File: config.mk
export PLATFORM = sky130hd
export DESIGN_NAME = integer_power_by_squaring_unit
export DESIGN_NICKNAME = d
export VERILOG_FILES = /design/src/hw/rtl/ipow_pkg.sv /design/src/hw/rtl/ipow_mul.sv /design/src/hw/rtl/integer_power_by_squaring_unit.sv
export SDC_FILE = /design/constraint.sdc
export NUM_CORES = 2
export LEC_CHECK = 0
export BUFFER_PORTS_ARGS = -buffer_cell sky130_fd_sc_hd__buf_2
export CELL_PAD_IN_SITES_DETAIL_PLACEMENT = 1
export CELL_PAD_IN_SITES_GLOBAL_PLACEMENT = 2
export CORE_UTILIZATION = 35
export DETAILED_ROUTE_END_ITERATION = 10
export PLACE_DENSITY_LB_ADDON = 0.25
export SYNTH_ARGS = -nofsm -noshare
export SYNTH_HDL_FRONTEND = slang
export SYNTH_SLANG_ARGS = --single-unit
File: constraint.sdc
create_clock -name clk -period 12.6 [get_ports clk]
set_input_delay 3.78 -clock clk [delete_from_list [all_inputs] [get_ports clk]]
set_output_delay 3.78 -clock clk [all_outputs]
set_load 0.02 [all_outputs]
File: src/hw/rtl/ipow_pkg.sv
// ipow_pkg: shared types and codes for the integer power unit.
// No dependencies; imported by ipow_mul and integer_power_by_squaring_unit.
package ipow_pkg;

	// Partial-product steps of the shared multiplier
	typedef logic [1:0] mul_step_t;
	localparam mul_step_t MUL_STEP_LL  = 2'd0;
	localparam mul_step_t MUL_STEP_LH  = 2'd1;
	localparam mul_step_t MUL_STEP_HL  = 2'd2;
	localparam mul_step_t MUL_STEP_FIN = 2'd3;

	// Result status codes
	typedef logic status_t;
	localparam status_t STATUS_OK      = 1'b0;
	localparam status_t STATUS_INVALID = 1'b1;

	// Sequencer state codes
	typedef logic [1:0] seq_state_t;
	localparam seq_state_t S_IDLE  = 2'd0;
	localparam seq_state_t S_CHECK = 2'd1;
	localparam seq_state_t S_MUL   = 2'd2;
	localparam seq_state_t S_SQR   = 2'd3;

endpackage

File: src/hw/rtl/ipow_mul.sv
// ipow_mul: low-half wrapping multiplier, VALUE_WIDTH x VALUE_WIDTH -> VALUE_WIDTH.
// One half-width multiplier reused over three partial products. Uses ipow_pkg.
module ipow_mul #(
	parameter int VALUE_WIDTH = 64
) (
	input  logic                   clk,
	input  logic                   arst_n,
	input  logic                   go,
	input  logic [VALUE_WIDTH-1:0] op_a,
	input  logic [VALUE_WIDTH-1:0] op_b,
	output logic                   done,
	output logic [VALUE_WIDTH-1:0] product
);
	import ipow_pkg::*;

	localparam int HALF = (VALUE_WIDTH + 1) / 2;

	logic                   run_q;
	logic                   done_q;
	mul_step_t              step_q;
	logic [VALUE_WIDTH-1:0] a_q;
	logic [VALUE_WIDTH-1:0] b_q;
	logic [VALUE_WIDTH-1:0] sum_q;
	logic [2*HALF-1:0]      prod_s1;

	logic [HALF-1:0]        a_lo, a_hi, b_lo, b_hi;
	logic [HALF-1:0]        opx, opy;
	logic [2*HALF-1:0]      prod_full;
	logic [VALUE_WIDTH-1:0] prod_shifted;

	assign a_lo = a_q[HALF-1:0];
	assign b_lo = b_q[HALF-1:0];
	assign a_hi = HALF'(a_q[VALUE_WIDTH-1:HALF]);
	assign b_hi = HALF'(b_q[VALUE_WIDTH-1:HALF]);

	// cross terms land at bit HALF; the high*high term is beyond the word
	always_comb begin
		case (step_q)
			MUL_STEP_LL: begin
				opx = a_lo;
				opy = b_lo;
			end
			MUL_STEP_LH: begin
				opx = a_lo;
				opy = b_hi;
			end
			MUL_STEP_HL: begin
				opx = a_hi;
				opy = b_lo;
			end
			default: begin
				opx = '0;
				opy = '0;
			end
		endcase
		prod_full = opx * opy;
	end

	assign prod_shifted = {prod_s1[VALUE_WIDTH-HALF-1:0], {HALF{1'b0}}};

	always_ff @(posedge clk or negedge arst_n) begin
		if (!arst_n) begin
			run_q  <= 1'b0;
			done_q <= 1'b0;
			step_q <= MUL_STEP_LL;
		end else begin
			done_q <= 1'b0;
			if (go) begin
				run_q  <= 1'b1;
				step_q <= MUL_STEP_LL;
			end else if (run_q) begin
				step_q <= step_q + mul_step_t'(1);
				if (step_q == MUL_STEP_FIN) begin
					run_q  <= 1'b0;
					done_q <= 1'b1;
				end
			end
		end
	end

	always_ff @(posedge clk) begin
		if (go) begin
			a_q <= op_a;
			b_q <= op_b;
		end
		if (run_q) begin
			prod_s1 <= prod_full;
			case (step_q)
				MUL_STEP_LL:  sum_q <= sum_q;
				MUL_STEP_LH:  sum_q <= prod_s1[VALUE_WIDTH-1:0];
				MUL_STEP_HL:  sum_q <= sum_q + prod_shifted;
				MUL_STEP_FIN: sum_q <= sum_q + prod_shifted;
				default:      sum_q <= sum_q;
			endcase
		end
	end

	assign done    = done_q;
	assign product = sum_q;

endmodule

File: src/hw/rtl/integer_power_by_squaring_unit.sv
// integer_power_by_squaring_unit: base^exponent modulo 2^VALUE_WIDTH by binary squaring.
// Top level: exponent-bit sequencer around one shared ipow_mul. Uses ipow_pkg.
//
//   channel   | signals                          | flow
//   ----------+----------------------------------+------------------------------
//   request   | start, busy, base_value,exponent | taken when start & !busy
//   result    | done, power_result, status       | one-cycle strobe, no backpressure
//
// A request with exponent 0 or negative is answered from the decision state, with no product.
// Otherwise each exponent bit passes through the decision state plus the products
// on the shared multiplier (3 partial products through one half-width multiplier);
// a set bit costs acc*sq and, while higher bits remain, sq*sq; a clear bit costs sq*sq.
// busy stays high from the taken request until the result strobe.
// Reset: arst_n clears the sequencer, the multiplier control and the strobe.
// The receiver cannot stall: done is high for exactly one cycle per request.
module integer_power_by_squaring_unit #(
	parameter int VALUE_WIDTH    = 64,
	parameter int EXPONENT_WIDTH = 32
) (
	input  logic                      clk,
	input  logic                      arst_n,
	input  logic                      start,
	output logic                      busy,
	input  logic [VALUE_WIDTH-1:0]    base_value,
	input  logic [EXPONENT_WIDTH-1:0] exponent,
	output logic                      done,
	output logic [VALUE_WIDTH-1:0]    power_result,
	output logic                      status
);
	import ipow_pkg::*;

	localparam int REM_W = EXPONENT_WIDTH - 1;

	seq_state_t             state_q;
	logic                   neg_q;       // exponent was negative
	logic [VALUE_WIDTH-1:0] acc_q;       // running product
	logic [VALUE_WIDTH-1:0] sq_q;        // base^(2^k)
	logic [REM_W-1:0]       rem_q;       // exponent bits still to use
	logic                   done_q;
	logic [VALUE_WIDTH-1:0] result_q;
	status_t                status_q;

	logic                   mul_go;
	logic [VALUE_WIDTH-1:0] mul_a;
	logic                   mul_done;
	logic [VALUE_WIDTH-1:0] mul_prod;
	logic                   take;
	logic [REM_W-1:0]       rem_next;

	assign take     = start && (state_q == S_IDLE);
	assign rem_next = rem_q >> 1;

	// Multiplier launches:
	//  - from CHECK: acc*sq when the low bit is set, else sq*sq
	//  - from MUL done: sq*sq while higher exponent bits remain
	always_comb begin
		mul_go = 1'b0;
		mul_a  = sq_q;
		case (state_q)
			S_CHECK: begin
				if (!neg_q && rem_q != '0) begin
					mul_go = 1'b1;
					mul_a  = rem_q[0] ? acc_q : sq_q;
				end
			end
			S_MUL: begin
				if (mul_done && rem_next != '0) begin
					mul_go = 1'b1;
				end
			end
			default: begin
				mul_go = 1'b0;
			end
		endcase
	end

	ipow_mul #(
		.VALUE_WIDTH(VALUE_WIDTH)
	) u_mul (
		.clk    (clk),
		.arst_n (arst_n),
		.go     (mul_go),
		.op_a   (mul_a),
		.op_b   (sq_q),
		.done   (mul_done),
		.product(mul_prod)
	);

	always_ff @(posedge clk or negedge arst_n) begin
		if (!arst_n) begin
			state_q <= S_IDLE;
			done_q  <= 1'b0;
		end else begin
			done_q <= 1'b0;
			case (state_q)
				S_IDLE: begin
					if (take) begin
						state_q <= S_CHECK;
					end
				end
				S_CHECK: begin
					if (neg_q || rem_q == '0) begin
						done_q  <= 1'b1;
						state_q <= S_IDLE;
					end else if (rem_q[0]) begin
						state_q <= S_MUL;
					end else begin
						state_q <= S_SQR;
					end
				end
				S_MUL: begin
					if (mul_done) begin
						state_q <= (rem_next != '0) ? S_SQR : S_CHECK;
					end
				end
				S_SQR: begin
					if (mul_done) begin
						state_q <= S_CHECK;
					end
				end
				default: begin
					state_q <= S_IDLE;
				end
			endcase
		end
	end

	// datapath registers
	always_ff @(posedge clk) begin
		if (take) begin
			neg_q <= exponent[EXPONENT_WIDTH-1];
			acc_q <= VALUE_WIDTH'(1);
			sq_q  <= base_value;
			rem_q <= exponent[REM_W-1:0];
		end
		// a clear bit drops out as the square launches
		if (state_q == S_CHECK && !neg_q && rem_q != '0 && !rem_q[0]) begin
			rem_q <= rem_next;
		end
		if (state_q == S_MUL && mul_done) begin
			acc_q <= mul_prod;
			rem_q <= rem_next;
		end
		if (state_q == S_SQR && mul_done) begin
			sq_q <= mul_prod;
		end
		if (state_q == S_CHECK && (neg_q || rem_q == '0)) begin
			result_q <= neg_q ? '0 : acc_q;
			status_q <= neg_q ? STATUS_INVALID : STATUS_OK;
		end
	end

	assign busy         = (state_q != S_IDLE);
	assign done         = done_q;
	assign power_result = result_q;
	assign status       = status_q;

	// result strobe only follows the final decision cycle
	assert property (@(posedge clk) disable iff (!arst_n)
		done |-> $past(state_q == S_CHECK))
		else $error("result strobe without final check");

	// a rejected request always reports zero
	assert property (@(posedge clk) disable iff (!arst_n)
		(done && status == STATUS_INVALID) |-> (power_result == '0))
		else $error("invalid status with nonzero result");

	// multiplier only finishes while the sequencer waits on it
	assert property (@(posedge clk) disable iff (!arst_n)
		mul_done |-> (state_q == S_MUL || state_q == S_SQR))
		else $error("multiplier done outside a product phase");

	// a taken request always moves to the decision cycle
	assert property (@(posedge clk) disable iff (!arst_n)
		(start && !busy) |=> (state_q == S_CHECK))
		else $error("request taken but sequencer did not start");

	// no two multiplier launches back to back
	assert property (@(posedge clk) disable iff (!arst_n)
		mul_go |=> !mul_go)
		else $error("back-to-back multiplier launch");

endmodule
==> impl_metrics.yaml <==
layout:
  final_cell_mix: "fa_1, inv_1, nor2_1"
  nNetsFinal: 6431
  fin_cells: 7198
  final_common_cell: "fa_1"
  design_area_um2: 58000
  n_fill_cell: 16778
  regArea_um2: 14600
  drive_gt1_share_pct: 11.4
  multiInputGateArea_um2: 34100
  syn_to_final_growth_pct: 9.58
timing:
  slew_headroom_pct: 11.1
  finalCriticalPeriod_ns: 11.11
  finalCritPeriodShare_pct: 88.2
  skew_ns: 0.0548
  worst_pin_slew_ns: 1.33
  slew_viol_final: 0
  finalSetupViolCount: 0
  final-hold-violation-count: 0
  worst_slack_ns: 1.49
  totalNegativeSetupSlack_ns: 0
  max_freq_mhz: 90.0
  grt_setup_unrepaired: "false"
floorplanning:
  io_pins: 166
  fp.dieH_um: 391
  start_util_pct: 35.3
  fp.dieArea_um2: 153000
  die_w_um: 391
  core_area_um2: 150000
  num_rows: 142
synth:
  yosysWarnings: 0
  syn-num-nets: 6389
  avgSynthCellArea_um2: 10.4
  ys.flop_type: "edfxtp_1"
  synth_edf_count: 480
  netlist_area_um2: 52900
  ys_seq_area_share_pct: 27.6
  synth-seq-cells: 488
  yosysUniqueCellTypes: 75
  syn_inst: 5091
  synth-async-reset-ratio_pct: 1.43
detailed_routing:
  drtIter0Drc: 2864
  detail-route-antenna-nets: 0
  dr_total_vias: 37787
  vias_per_cell: 5.25
  totalWireLength_um: 202000
  routedWlPerCell_um: 28.1
  drc: 0
  dr.pass1.iters: 5
global_route:
  grt_use_met3_pct: 3.85
  grt_pass1_vias: 41135
  grt_pass1_wl_um: 294000
  met2_usage_pct: 42.6
  gr-total-overflow: 0
  use_met1_pct: 37.9
  gr-usage-all-layers_pct: 26.9
  grt_max_degree: 80
  antenna_found_initial: 12
  busiest_layer: "met2"
clock_tree:
  insertion_delay_ns: 0.63
  htree_num_levels: 2
  root_buffer: "clkbuf_16"
  postCtsHoldBufs: 0
  cts_max_path_buffers: 3
  cts_buffers: 52
  clk_pin_slew_worst_paths_ns: 0.06
  cts_tree: "done"
  post_cts_buffers: 0
  cts.sinks: 488
  post_cts_resized: 0
place:
  gp_congestion: 0.912
  dp_hpwl_um: 155000
  placed_cell_area_um2: 56200
  placed_cells: 7095
  dp_slack_ns: 1.63
  port_buffers: 165
setup_path:
  cp.required_ns: 12.92
  r2r_cells: 29
  worst_path_most_repeated_cell: "fa_1"
  slowest_delay_ns: 0.90
  cp_slowest_cell: "a22o_1"
  critPathLaunchType: "flop"
  worstPathArrival_ns: 11.43
  critPathCaptureType: "flop"
  worstSetupPathType: "flop to flop"
  cp_max_fo: 41
hold_path:
  whs_path_depth: 0
  hp-class: "flop to flop"
run:
  maxCapViolCount: 0
run_status:
  status: "completed"
## synthesized netlist by cell type, drive strengths merged, types with 25 or more instances
| cell | instances | area share (%) |
|---|---|---|
| fa | 897 | 34 |
| inv | 895 | 6.4 |
| nor2 | 661 | 4.7 |
| nand2 | 558 | 4.0 |
| edfxtp | 480 | 27 |
| ha | 302 | 7.1 |
| clkbuf | 261 | 1.9 |
| mux2 | 158 | 3.4 |
| a21oi | 100 | 0.95 |
| o21ai | 94 | 0.89 |
| and3 | 75 | 0.89 |
| nor2b | 72 | 0.85 |
| a22oi | 63 | 0.89 |
| a21o | 54 | 0.77 |
| xnor2 | 48 | 0.79 |
| and2 | 41 | 0.48 |
| xor2 | 39 | 0.65 |
| a22o | 32 | 0.53 |
| or2 | 32 | 0.38 |
| nand3 | 25 | 0.24 |
## layer usage
layer	wire (µm)	part of all wire [%]	vias to the layer above
met1	90300	45	20221
met5	47	0.023	-
met3	12800	6.3	258
li1	-	-	16086
met4	7260	3.6	8
met2	92000	45	1214
## flip-flops by register name, summed over array words and instances (netlist names), 2 cells and up
| register | flops |
|---|---|
| acc_q | 64 |
| power_result | 64 |
| rem_q | 31 |
| sq_q | 64 |
| state_q | 2 |
| u_mul.a_q | 64 |
| u_mul.b_q | 64 |
| u_mul.prod_s1 | 64 |
| u_mul.product | 64 |
| u_mul.step_q | 2 |
## metrics by stage
stage,hold slack (ns),utilization [%]
after global placement,0.425,37.5
final,0.436,38.7
after floorplan,0.420,-
after CTS,0.431,38.6
after detailed placement,0.432,37.5
after global routing,0.443,38.6
## critical path: cells and delay by family, from the launching register on
kind | cells | cell delay (ns)
adders and majority gates | 10 | 4.66
AOI/OAI and AO/OA | 6 | 2.27
and+or+nand+nor | 5 | 1.95
buffers and inverters | 7 | 1.37
DFF | 1 | 0.44
xor gates and xnor gates | 1 | 0.12
## area by class of cell
cell class              count  area share, %
flip-flops and latches    488           25.2
repair buffers            264           2.71
clock inverters            29          0.721
diodes                      5         0.0216
inverters                 895           5.80
multi-input cells        3432           58.8
well taps                2016           4.35
clock buffers              69           2.35
## final timing paths
path | startpoint | to | slack [ns]
max in group asynchronous | arst_n | u_mul.run_q | 9.21
worst max-delay path | u_mul.step_q[1] | u_mul.prod_s1[58] | 1.49
min in group asynchronous | arst_n | state_q[1] | 3.07
worst min-delay path | sq_q[2] | u_mul.b_q[2] | 0.44
worst min register to register | sq_q[2] | u_mul.b_q[2] | 0.44
worst max register to register | u_mul.step_q[1] | u_mul.prod_s1[58] | 1.49
## kinds of logic (layout without fill, tap and decap cells)
group / Yosys count / count (layout) / synth area share, %
simple gates: 1535 / 1535 / 12.4
mux: 160 / 160 / 3.40
flops: 488 / 488 / 27.6
fa+ha+maj: 1199 / 1199 / 41.1
compound gates: 451 / 451 / 5.77
buf+inv: 1171 / 1257 / 8.33
other cells: 0 / 5 / 0
xor+xnor: 87 / 87 / 1.44
Power is not shown: default switching activity piles up to over one toggle a cycle in this logic, so the estimate is an artifact.
